### src/rtl/hsvd_pkg.sv
// Shared types, constants and helper functions of the HSV/RGB LED duty driver.
// Depends on nothing; every other RTL file of the block refers to it by scoped names.
`default_nettype none

package hsvd_pkg;

  localparam int unsigned LevelW   = 8;
  localparam int unsigned HueW     = 9;
  localparam int unsigned DutyW    = 12;
  localparam int unsigned ChanW    = 4;
  localparam int unsigned ActW     = 3;
  localparam int unsigned CfgIdxW  = 1;
  localparam int unsigned CfgDataW = 4;
  localparam int unsigned SectorW  = 3;
  localparam int unsigned ProdW    = 2 * LevelW;

  typedef enum logic [ActW-1:0] {
    ACT_SET_ALL   = 3'd0,
    ACT_SET_RED   = 3'd1,
    ACT_SET_GREEN = 3'd2,
    ACT_SET_BLUE  = 3'd3,
    ACT_SET_HSV   = 3'd4
  } action_e;

  localparam logic [CfgIdxW-1:0] CFG_COLOR_ORDER  = 1'b0;
  localparam logic [CfgIdxW-1:0] CFG_BASE_CHANNEL = 1'b1;

  // Hue landmarks in degrees.
  localparam logic [HueW-1:0] HUE_60  = 9'd60;
  localparam logic [HueW-1:0] HUE_120 = 9'd120;
  localparam logic [HueW-1:0] HUE_180 = 9'd180;
  localparam logic [HueW-1:0] HUE_240 = 9'd240;
  localparam logic [HueW-1:0] HUE_300 = 9'd300;
  localparam logic [HueW-1:0] HUE_360 = 9'd360;

  // Divisors handed to the serial multiply-divide unit.
  localparam logic [LevelW-1:0] DIV_CHROMA = 8'd255;
  localparam logic [LevelW-1:0] DIV_SECTOR = 8'd60;

  typedef struct packed {
    logic [ActW-1:0]   action;
    logic [LevelW-1:0] red_in;
    logic [LevelW-1:0] green_in;
    logic [LevelW-1:0] blue_in;
    logic [LevelW-1:0] single_level;
    logic [HueW-1:0]   hue;
    logic [LevelW-1:0] saturation;
    logic [LevelW-1:0] brightness;
  } in_item_t;

  typedef struct packed {
    logic [ChanW-1:0] target_channel;
    logic [DutyW-1:0] duty_first;
    logic [DutyW-1:0] duty_second;
    logic [DutyW-1:0] duty_third;
  } out_item_t;

  // Request to the multiply-divide unit: quotient = mcand * mplier / divisor.
  typedef struct packed {
    logic              start;
    logic [LevelW-1:0] mcand;
    logic [LevelW-1:0] mplier;
    logic [LevelW-1:0] divisor;
  } md_req_t;

  typedef struct packed {
    logic              done;
    logic [LevelW-1:0] quotient;
  } md_rsp_t;

  // x * 4095 / 255 equals 16x + x/17; x/17 is taken as (x * 241) >> 12,
  // which is exact for all 8-bit x.
  function automatic logic [DutyW-1:0] level_to_duty(input logic [LevelW-1:0] lvl);
    logic [ProdW-1:0] prod;
    begin
      prod = {{LevelW{1'b0}}, lvl} * 16'd241;
      return {lvl, 4'b0000} + {8'd0, prod[15:12]};
    end
  endfunction

endpackage

`default_nettype wire

### src/rtl/hsvd_muldiv.sv
// Bit-serial multiply-divide unit: one multiplier bit per cycle, then one quotient bit per cycle.
// Depends on hsvd_pkg for the request and response structs.
`default_nettype none

module hsvd_muldiv (
  input  wire logic             clk_i,
  input  wire logic             rst_ni,
  input  wire hsvd_pkg::md_req_t req_i,
  output hsvd_pkg::md_rsp_t     rsp_o
);

  localparam int unsigned CntW = $clog2(hsvd_pkg::LevelW);
  localparam logic [CntW-1:0] LastStep = CntW'(hsvd_pkg::LevelW - 1);

  typedef enum logic [1:0] {
    MD_IDLE,
    MD_MUL,
    MD_DIV
  } md_state_e;

  md_state_e                        state_q;
  logic [CntW-1:0]                  cnt_q;
  logic                             done_q;
  logic [hsvd_pkg::ProdW-1:0]       mcand_q;
  logic [hsvd_pkg::LevelW-1:0]      mplier_q;
  logic [hsvd_pkg::ProdW-1:0]       acc_q;
  logic [hsvd_pkg::LevelW-1:0]      rem_q;
  logic [hsvd_pkg::LevelW-1:0]      low_q;
  logic [hsvd_pkg::LevelW-1:0]      quot_q;
  logic [hsvd_pkg::LevelW-1:0]      div_q;

  logic [hsvd_pkg::ProdW-1:0]       acc_sum;
  logic [hsvd_pkg::LevelW:0]        trial;
  logic [hsvd_pkg::LevelW:0]        trial_diff;
  logic                             fits;
  logic [hsvd_pkg::LevelW-1:0]      rem_next;

  // The product's upper byte is always below the divisor, so the quotient fits
  // in one byte and the partial remainder never needs more than a byte.
  always_comb begin
    acc_sum    = mplier_q[0] ? (acc_q + mcand_q) : acc_q;
    trial      = {rem_q, low_q[hsvd_pkg::LevelW-1]};
    trial_diff = trial - {1'b0, div_q};
    fits       = (trial >= {1'b0, div_q});
    rem_next   = fits ? trial_diff[hsvd_pkg::LevelW-1:0] : trial[hsvd_pkg::LevelW-1:0];
  end

  always_ff @(posedge clk_i or negedge rst_ni) begin
    if (!rst_ni) begin
      state_q <= MD_IDLE;
      cnt_q   <= '0;
      done_q  <= 1'b0;
    end else begin
      done_q <= 1'b0;
      case (state_q)
        MD_IDLE: begin
          if (req_i.start) begin
            cnt_q   <= '0;
            state_q <= MD_MUL;
          end
        end
        MD_MUL: begin
          cnt_q <= cnt_q + 1'b1;
          if (cnt_q == LastStep) begin
            cnt_q   <= '0;
            state_q <= MD_DIV;
          end
        end
        MD_DIV: begin
          cnt_q <= cnt_q + 1'b1;
          if (cnt_q == LastStep) begin
            cnt_q   <= '0;
            done_q  <= 1'b1;
            state_q <= MD_IDLE;
          end
        end
        default: state_q <= MD_IDLE;
      endcase
    end
  end

  always_ff @(posedge clk_i) begin
    case (state_q)
      MD_IDLE: begin
        if (req_i.start) begin
          mcand_q  <= {{hsvd_pkg::LevelW{1'b0}}, req_i.mcand};
          mplier_q <= req_i.mplier;
          div_q    <= req_i.divisor;
          acc_q    <= '0;
        end
      end
      MD_MUL: begin
        acc_q    <= acc_sum;
        mcand_q  <= {mcand_q[hsvd_pkg::ProdW-2:0], 1'b0};
        mplier_q <= {1'b0, mplier_q[hsvd_pkg::LevelW-1:1]};
        if (cnt_q == LastStep) begin
          rem_q <= acc_sum[hsvd_pkg::ProdW-1:hsvd_pkg::LevelW];
          low_q <= acc_sum[hsvd_pkg::LevelW-1:0];
        end
      end
      MD_DIV: begin
        rem_q  <= rem_next;
        low_q  <= {low_q[hsvd_pkg::LevelW-2:0], 1'b0};
        quot_q <= {quot_q[hsvd_pkg::LevelW-2:0], fits};
      end
      default: begin
        acc_q <= acc_q;
      end
    endcase
  end

  assign rsp_o.done     = done_q;
  assign rsp_o.quotient = quot_q;

endmodule

`default_nettype wire

### src/rtl/hsv_to_rgb_pwm_driver.sv
// Top level of the HSV/RGB LED duty driver: command decode, level registers, output register.
// Depends on hsvd_pkg and instantiates hsvd_muldiv.
//
// Usage: each input transaction on in_valid_i/in_stall_o either sets all three levels, sets
// one level, or sets a color from hue, saturation and brightness. Every input transaction
// yields exactly one output transaction on out_valid_o/out_stall_i that carries the base PWM
// channel and the three current levels scaled to 12-bit duties, in red-green-blue order when
// color_order is 1 and green-red-blue order otherwise.
// Sequence: a direct level write sets the levels when accepted, then passes through the
// emit step into the output register. An HSV transaction runs the bit-serial
// multiply-divide unit twice (chroma, then the secondary component). Each pass loads its
// operands and runs 8 multiply steps and 8 divide steps; then the levels are written and
// the output register is loaded from the emit step.
// Flow: one transaction at a time; a new one is accepted only after the last has left the
// emit step. in_stall_o is low whenever no transaction is in work, even while a finished
// result still waits on the output side.
// Reset clears the levels, the configuration and the output valid flag.
// When the receiver stalls, the output register holds its transaction; a second result
// waits in the emit step, and the input stays stalled until the output register frees up.
// Configuration is written through cfg_we_i/cfg_index_i/cfg_wdata_i. The user must write it
// only while the block is idle; the block itself does not enforce this.
`default_nettype none

module hsv_to_rgb_pwm_driver (
  input  wire logic                              clk_i,
  input  wire logic                              rst_ni,
  input  wire logic                              in_valid_i,
  output logic                                   in_stall_o,
  input  wire hsvd_pkg::in_item_t                in_data_i,
  output logic                                   out_valid_o,
  input  wire logic                              out_stall_i,
  output hsvd_pkg::out_item_t                    out_data_o,
  input  wire logic                              cfg_we_i,
  input  wire logic [hsvd_pkg::CfgIdxW-1:0]      cfg_index_i,
  input  wire logic [hsvd_pkg::CfgDataW-1:0]     cfg_wdata_i
);

  typedef enum logic [1:0] {
    S_IDLE,
    S_CHROMA,
    S_XVAL,
    S_EMIT
  } state_e;

  state_e                           state_q;
  logic                             color_order_q;
  logic [hsvd_pkg::ChanW-1:0]       base_channel_q;
  logic [hsvd_pkg::LevelW-1:0]      red_q;
  logic [hsvd_pkg::LevelW-1:0]      green_q;
  logic [hsvd_pkg::LevelW-1:0]      blue_q;
  logic                             out_valid_q;
  hsvd_pkg::out_item_t              out_data_q;

  // Working registers of an HSV transaction.
  logic [hsvd_pkg::SectorW-1:0]     sector_q;
  logic [hsvd_pkg::LevelW-1:0]      xmul_q;
  logic [hsvd_pkg::LevelW-1:0]      val_q;
  logic [hsvd_pkg::LevelW-1:0]      chroma_q;

  hsvd_pkg::md_req_t                md_req;
  hsvd_pkg::md_rsp_t                md_rsp;

  logic                             in_accept;
  logic                             out_load;
  logic [hsvd_pkg::HueW-1:0]        hue_mod;
  logic [hsvd_pkg::HueW-1:0]        hue_base;
  logic [hsvd_pkg::HueW-1:0]        hue_in_third;
  logic [hsvd_pkg::HueW-1:0]        hue_dist;
  logic [hsvd_pkg::HueW-1:0]        xmul_wide;
  logic [hsvd_pkg::SectorW-1:0]     sector;
  logic [hsvd_pkg::LevelW-1:0]      m_off;
  logic [hsvd_pkg::LevelW-1:0]      x_comp;
  logic [hsvd_pkg::LevelW-1:0]      hsv_red;
  logic [hsvd_pkg::LevelW-1:0]      hsv_green;
  logic [hsvd_pkg::LevelW-1:0]      hsv_blue;
  logic [hsvd_pkg::DutyW-1:0]       duty_red;
  logic [hsvd_pkg::DutyW-1:0]       duty_green;
  logic [hsvd_pkg::DutyW-1:0]       duty_blue;

  assign in_stall_o = (state_q != S_IDLE);
  assign in_accept  = in_valid_i && !in_stall_o;
  assign out_load   = (state_q == S_EMIT) && (!out_valid_q || !out_stall_i);

  // Hue decode: reduce to one turn, find the 60-degree sector and the distance of the
  // hue from the middle of its 120-degree third, which sets the secondary component.
  always_comb begin
    hue_mod = (in_data_i.hue >= hsvd_pkg::HUE_360) ? (in_data_i.hue - hsvd_pkg::HUE_360)
                                                   : in_data_i.hue;
    if (hue_mod >= hsvd_pkg::HUE_300) begin
      sector = 3'd5;
    end else if (hue_mod >= hsvd_pkg::HUE_240) begin
      sector = 3'd4;
    end else if (hue_mod >= hsvd_pkg::HUE_180) begin
      sector = 3'd3;
    end else if (hue_mod >= hsvd_pkg::HUE_120) begin
      sector = 3'd2;
    end else if (hue_mod >= hsvd_pkg::HUE_60) begin
      sector = 3'd1;
    end else begin
      sector = 3'd0;
    end
    if (hue_mod >= hsvd_pkg::HUE_240) begin
      hue_base = hsvd_pkg::HUE_240;
    end else if (hue_mod >= hsvd_pkg::HUE_120) begin
      hue_base = hsvd_pkg::HUE_120;
    end else begin
      hue_base = '0;
    end
    hue_in_third = hue_mod - hue_base;
    hue_dist = (hue_in_third >= hsvd_pkg::HUE_60) ? (hue_in_third - hsvd_pkg::HUE_60)
                                                  : (hsvd_pkg::HUE_60 - hue_in_third);
    xmul_wide = hsvd_pkg::HUE_60 - hue_dist;
  end

  // The serial unit first forms V*S/255 from the input fields, then C*(60-dist)/60.
  always_comb begin
    md_req.start   = (in_accept && (in_data_i.action == hsvd_pkg::ACT_SET_HSV))
                   || ((state_q == S_CHROMA) && md_rsp.done);
    md_req.mcand   = (state_q == S_IDLE) ? in_data_i.brightness : md_rsp.quotient;
    md_req.mplier  = (state_q == S_IDLE) ? in_data_i.saturation : xmul_q;
    md_req.divisor = (state_q == S_IDLE) ? hsvd_pkg::DIV_CHROMA : hsvd_pkg::DIV_SECTOR;
  end

  hsvd_muldiv u_muldiv (
    .clk_i  (clk_i),
    .rst_ni (rst_ni),
    .req_i  (md_req),
    .rsp_o  (md_rsp)
  );

  // Sector table: the largest component gets C, the secondary one X, and all get the offset m.
  // C + m never exceeds V, so the sums always fit in a byte.
  always_comb begin
    x_comp = md_rsp.quotient;
    m_off  = val_q - chroma_q;
    case (sector_q)
      3'd0: begin
        hsv_red   = chroma_q + m_off;
        hsv_green = x_comp + m_off;
        hsv_blue  = m_off;
      end
      3'd1: begin
        hsv_red   = x_comp + m_off;
        hsv_green = chroma_q + m_off;
        hsv_blue  = m_off;
      end
      3'd2: begin
        hsv_red   = m_off;
        hsv_green = chroma_q + m_off;
        hsv_blue  = x_comp + m_off;
      end
      3'd3: begin
        hsv_red   = m_off;
        hsv_green = x_comp + m_off;
        hsv_blue  = chroma_q + m_off;
      end
      3'd4: begin
        hsv_red   = x_comp + m_off;
        hsv_green = m_off;
        hsv_blue  = chroma_q + m_off;
      end
      default: begin
        hsv_red   = chroma_q + m_off;
        hsv_green = m_off;
        hsv_blue  = x_comp + m_off;
      end
    endcase
  end

  always_comb begin
    duty_red   = hsvd_pkg::level_to_duty(red_q);
    duty_green = hsvd_pkg::level_to_duty(green_q);
    duty_blue  = hsvd_pkg::level_to_duty(blue_q);
  end

  // Control state, configuration, levels and the output valid flag.
  always_ff @(posedge clk_i or negedge rst_ni) begin
    if (!rst_ni) begin
      state_q        <= S_IDLE;
      color_order_q  <= 1'b0;
      base_channel_q <= '0;
      red_q          <= '0;
      green_q        <= '0;
      blue_q         <= '0;
      out_valid_q    <= 1'b0;
    end else begin
      if (cfg_we_i) begin
        case (cfg_index_i)
          hsvd_pkg::CFG_COLOR_ORDER:  color_order_q  <= cfg_wdata_i[0];
          hsvd_pkg::CFG_BASE_CHANNEL: base_channel_q <= cfg_wdata_i;
          default:                    color_order_q  <= color_order_q;
        endcase
      end

      if (out_load) begin
        out_valid_q <= 1'b1;
      end else if (!out_stall_i) begin
        out_valid_q <= 1'b0;
      end

      case (state_q)
        S_IDLE: begin
          if (in_accept) begin
            case (in_data_i.action)
              hsvd_pkg::ACT_SET_ALL: begin
                red_q   <= in_data_i.red_in;
                green_q <= in_data_i.green_in;
                blue_q  <= in_data_i.blue_in;
                state_q <= S_EMIT;
              end
              hsvd_pkg::ACT_SET_RED: begin
                red_q   <= in_data_i.single_level;
                state_q <= S_EMIT;
              end
              hsvd_pkg::ACT_SET_GREEN: begin
                green_q <= in_data_i.single_level;
                state_q <= S_EMIT;
              end
              hsvd_pkg::ACT_SET_BLUE: begin
                blue_q  <= in_data_i.single_level;
                state_q <= S_EMIT;
              end
              hsvd_pkg::ACT_SET_HSV:   state_q <= S_CHROMA;
              default:                 state_q <= S_EMIT;
            endcase
          end
        end
        S_CHROMA: begin
          if (md_rsp.done) begin
            state_q <= S_XVAL;
          end
        end
        S_XVAL: begin
          if (md_rsp.done) begin
            red_q   <= hsv_red;
            green_q <= hsv_green;
            blue_q  <= hsv_blue;
            state_q <= S_EMIT;
          end
        end
        S_EMIT: begin
          if (out_load) begin
            state_q <= S_IDLE;
          end
        end
        default: state_q <= S_IDLE;
      endcase
    end
  end

  // Payload registers carry no reset.
  always_ff @(posedge clk_i) begin
    if (in_accept) begin
      sector_q <= sector;
      xmul_q   <= xmul_wide[hsvd_pkg::LevelW-1:0];
      val_q    <= in_data_i.brightness;
    end
    if ((state_q == S_CHROMA) && md_rsp.done) begin
      chroma_q <= md_rsp.quotient;
    end
    if (out_load) begin
      out_data_q.target_channel <= base_channel_q;
      out_data_q.duty_first     <= color_order_q ? duty_red : duty_green;
      out_data_q.duty_second    <= color_order_q ? duty_green : duty_red;
      out_data_q.duty_third     <= duty_blue;
    end
  end

  assign out_valid_o = out_valid_q;
  assign out_data_o  = out_data_q;

  // A new result enters the output register only from the emit step.
  assert property (@(posedge clk_i) disable iff (!rst_ni)
    $rose(out_valid_q) |-> $past(state_q == S_EMIT))
    else $error("output valid rose without an emit step");

  // The serial unit only reports completion while an HSV transaction waits for it.
  assert property (@(posedge clk_i) disable iff (!rst_ni)
    md_rsp.done |-> ((state_q == S_CHROMA) || (state_q == S_XVAL)))
    else $error("multiply-divide completion outside an HSV transaction");

  // An accepted HSV transaction starts the chroma computation in the next cycle.
  assert property (@(posedge clk_i) disable iff (!rst_ni)
    (in_accept && (in_data_i.action == hsvd_pkg::ACT_SET_HSV)) |=> (state_q == S_CHROMA))
    else $error("HSV transaction did not start the chroma step");

  // The emit step leaves only once the output register has taken its result.
  assert property (@(posedge clk_i) disable iff (!rst_ni)
    ((state_q == S_EMIT) && !out_load) |=> (state_q == S_EMIT))
    else $error("emit step left without loading the output register");

endmodule

`default_nettype wire
### config.mk
export PLATFORM = sky130hd
export DESIGN_NAME = hsv_to_rgb_pwm_driver
export DESIGN_NICKNAME = d
export VERILOG_FILES = /design/src/rtl/hsvd_pkg.sv /design/src/rtl/hsvd_muldiv.sv /design/src/rtl/hsv_to_rgb_pwm_driver.sv
export SDC_FILE = /design/constraint.sdc
export NUM_CORES = 1
export LEC_CHECK = 0
export BUFFER_PORTS_ARGS = -buffer_cell sky130_fd_sc_hd__buf_2
export CORE_UTILIZATION = 40
export CTS_CLUSTER_DIAMETER = 150
export DETAILED_ROUTE_END_ITERATION = 6
export GPL_TIMING_DRIVEN = 0
export REMOVE_ABC_BUFFERS = 1
export SLEW_MARGIN = 20
export SYNTH_ARGS = -nofsm -noshare
export SYNTH_HDL_FRONTEND = slang
export SYNTH_SLANG_ARGS = --single-unit
### constraint.sdc
create_clock -name clk_i -period 4.3 [get_ports clk_i]
set_input_delay 0.86 -clock clk_i [delete_from_list [all_inputs] [get_ports clk_i]]
set_output_delay 0.86 -clock clk_i [all_outputs]
set_load 0.03 [all_outputs]
==> flow_summary.ini <==
[outcome]
status = complete, but fails checks
violations = setup timing

[power_and_ir_drop]
ir_worst_vdd_mv = 0.272
power.leakage_nw = 6.89
power.density_mw_per_mm2 = 276
p_comb_frac = 0.253
power_frac_clock = 0.323
p_int_mw = 3.09
pwr-share-seq = 0.424
power_switching_mw = 1.26
swShare = 0.290

[detailed_routing]
wl_per_cell_um = 15.9
drtIter0Drc = 537
ant_nets = 0
drt-vias-per-instance = 5.23
wirelength_um = 30000
via_count = 9837
drc = 0
firstDrtPassIters = 5

[floorplanning]
design.die.area_sq_mm = 0.0344
rows = 66
core-area_sq_mm = 0.0329
start_util = 0.410
die_x_um = 186
io_pins = 112
fp.dieH_um = 186

[clock_network]
clock_sinks = 170
clock_path_buffers = 2
numCtsBuffers = 17
cts_tree = built
cts.htree.levels = 4
cts.clk_slew.worst_paths_ns = 0.07
ctsHoldBuffers = 0
clock_latency_ns = 0.44
root_buffer = clkbuf_16

[sta]
clock.fmax_mhz = 222
finalClockSkew_ns = 0.0143
min_period_ns = 4.50
fin_setup_tns_ns = -0.620
setup-violations-final = 6
min_period_over_period = 1.05
max-slew-margin-rel = 0.355
finalWorstSetupSlack_ns = -0.196
tightest_slew_ns = 0.968
hold_viol_final = 0
rsz0062_at_grt = true
finalMaxSlewViolations = 0

[synth]
ys_ff_latch = 170
netlist_instances = 1295
synth_edf_count = 132
ys_seq_area_frac = 0.365
synthArstFlopShare = 0.224
synth_top_cell_by_area = edfxtp_1
avgSynthCellArea_sq_um = 10.4
synth.distinct_cells = 87
netlist_top_cells_area = edfxtp_1 (29%), ha_1 (14%), dfrtp_1 (7.1%), fa_1 (7.0%), mux2i_1 (5.1%)
netlist.area_leader.share = 0.294
yosysWarnings = 0
synth_ff_type = edfxtp_1
synthesis.area_sq_mm = 0.0135

[placed_design]
port-buffer-count = 111
place_area_sq_mm = 0.0146
dpl.hpwl_um = 22400
gp_congestion = 0.847

[setup_path]
worstPathMaxFanout = 2
crit_arrival_ns = 4.66
crit_path_start_kind = register
cp_top_family = adder cells
critPathRequiredTime_ns = 4.47
path_buf_inv = 2
cp_slowest_cell = fa_1
path_class = register to register
cp-end-kind = register
max_stage_delay_ns = 0.55
crit_chain = fa_1 > inv_2 > fa_1 > fa_1 > inv_1 > ha_1 > ha_1 > a31o_2 > a21o_1 > a21o_1 > a21o_1 > a21oi_2 > nor2b_1 > nor2_1 > o21ba_2 > o21bai_1 > xnor2_1 > mux2i_1

[final_layout]
final_nets = 1691
finish.instance_area_sq_mm = 0.0158
layout-drive-gt1-share = 0.225
syn2layout_area_growth_pct = 17.1
antenna_cells = 0
nFillCells = 3103
multiInputGateArea_sq_mm = 0.00830
ff_latch_area_sq_mm = 0.00493

[global_route]
antenna_found_initial = 0
use_met3 = 0.0270
grt_max_degree = 43
use_met1 = 0.243
grt_usage = 0.182
grt_pass1_wl_um = 48900
grt_pass1_vias = 9688
grt_overflow = 0
busiest_layer = met2
grtUsageMet2 = 0.302

[min_path]
hp-class = register to register

[job]
maxCapViolCount = 0
[stage by stage]
| step | worst slack [ns] | total power, mW | util | hold slack [ns] | std cells |
|---|---|---|---|---|---|
| global placement | -1.63 | 2.72 | 0.437 | 0.424 | 1796 |
| floorplan | -0.592 | 2.51 | - | 0.419 | 1243 |
| global route | -0.383 | 4.57 | 0.480 | 0.463 | 1881 |
| CTS | -0.277 | 4.32 | 0.474 | 0.452 | 1870 |
| detailed placement | -1.55 | 2.73 | 0.443 | 0.435 | 1805 |
| finish | -0.196 | 4.35 | 0.480 | 0.453 | 1881 |
[cells in the final DEF (no fill, tap or decap), drive strengths merged, types with 4 or more instances in the layout]
cell / synthesis / routed
a21oi: 78 / 78
buf: 14 / 164
or3: 4 / 4
o21a: 5 / 5
nand2: 99 / 99
nand2b: 10 / 10
a21boi: 6 / 6
o21ai: 96 / 96
mux2i: 69 / 69
and2: 14 / 14
a31oi: 13 / 13
ha: 148 / 148
a21o: 22 / 22
nor3: 11 / 11
a31o: 4 / 4
edfxtp: 132 / 132
nor2: 67 / 67
and3: 10 / 10
o31ai: 6 / 6
fa: 47 / 47
o22ai: 8 / 8
inv: 105 / 108
nand4: 5 / 5
dfrtp: 38 / 38
xnor2: 51 / 51
o21bai: 13 / 13
nor2b: 27 / 27
nor3b: 4 / 4
nand3: 25 / 25
or2: 4 / 4
o211ai: 13 / 13
clkinv: 1 / 12
xor2: 25 / 25
a211oi: 5 / 5
clkbuf: 38 / 18
mux2: 28 / 28
[Yosys cell counts, types with 4 or more instances]
cell and n:
dfrtp_1 38, nor3_1 10, o211ai_1 12, a21boi_0 6
inv_1 104, buf_1 8, a21o_1 20, mux2i_1 68
xor2_1 25, ha_1 148, edfxtp_1 132, a31oi_1 12
o21a_1 5, nand4_1 4, a211oi_1 5, and3_1 9
fa_1 47, and2_1 14, a31o_2 4, nor2b_1 27
nand2b_1 10, o22ai_1 8, nand3_1 24, o21ai_1 4
nand2_1 99, a21oi_1 77, clkbuf_1 38, or3_1 4
mux2_2 28, xnor2_1 50, o21bai_1 13, o21ai_0 90
nor2_1 65
[layer usage]
layer / part of all wire / up-vias
met3: 0.032 / 30
met2: 0.48 / 176
met1: 0.47 / 4739
met4: 0.018 / 0
li1: - / 4892
met5: 0 / -
[worst paths after layout]
path                              startpoint        endpoint  slack, ns  depth (start not counted)
max                                 red_q[0]  out_data_o[27]      -0.20                         18
min                        base_channel_q[0]  out_data_o[36]       0.45                          0
max reg2reg                         red_q[0]  out_data_o[27]      -0.20                         18
min reg2reg                base_channel_q[0]  out_data_o[36]       0.45                          0
max in group asynchronous             rst_ni        red_q[2]       3.08                          1
min in group asynchronous             rst_ni       blue_q[0]       0.55                          1
[state kept, by name, summed over array words and instances (netlist names), 2 cells and up]
name               flops
u_muldiv.state_q       2
blue_q                 8
xmul_q                 8
u_muldiv.low_q         8
u_muldiv.mplier_q      8
base_channel_q         4
u_muldiv.cnt_q         3
chroma_q               8
red_q                  8
out_data_o            40
u_muldiv.mcand_q      16
state_q                2
u_muldiv.rem_q         8
sector_q               3
u_muldiv.acc_q        16
u_muldiv.quot_q        8
val_q                  8
green_q                8
[timing repair]
item	in CTS	in global routing
setup buffers	34	15
setup endpoints to repair	16	19
gates resized for setup	59	32
pin swaps	45	37
[final cells by class]
| class | instances | area share |
|---|---|---|
| Inverter | 106 | 0.0260 |
| Clock inverter | 14 | 0.00610 |
| Clock buffer | 18 | 0.0272 |
| Tap cell | 442 | 0.0350 |
| Timing Repair Buffer | 164 | 0.0681 |
| Multi-Input combinational cell | 967 | 0.526 |
| Sequential cell | 170 | 0.312 |
[power by group through the flow]
stage | clock [mW] | sequential [mW] | combinational, mW
after floorplan | 0 | 1.87 | 0.636
after global placement | 0 | 1.88 | 0.833
after detailed placement | 0 | 1.88 | 0.846
after CTS | 1.43 | 1.85 | 1.04
after global routing | 1.50 | 1.85 | 1.22
final | 1.40 | 1.85 | 1.10
[kinds of logic (layout without fill, tap and decap cells)]
logic type,Yosys count,after routing,share of synthesized area
AOI/OAI and AO/OA,305,305,0.149
and+or+nand+nor,294,294,0.108
adders and majority gates,195,195,0.207
DFF,170,170,0.365
buffers and inverters,158,302,0.0459
muxes,97,97,0.0749
xor gates and xnor gates,76,76,0.0499
No activity file was read; power rests on OpenSTA's default activity.
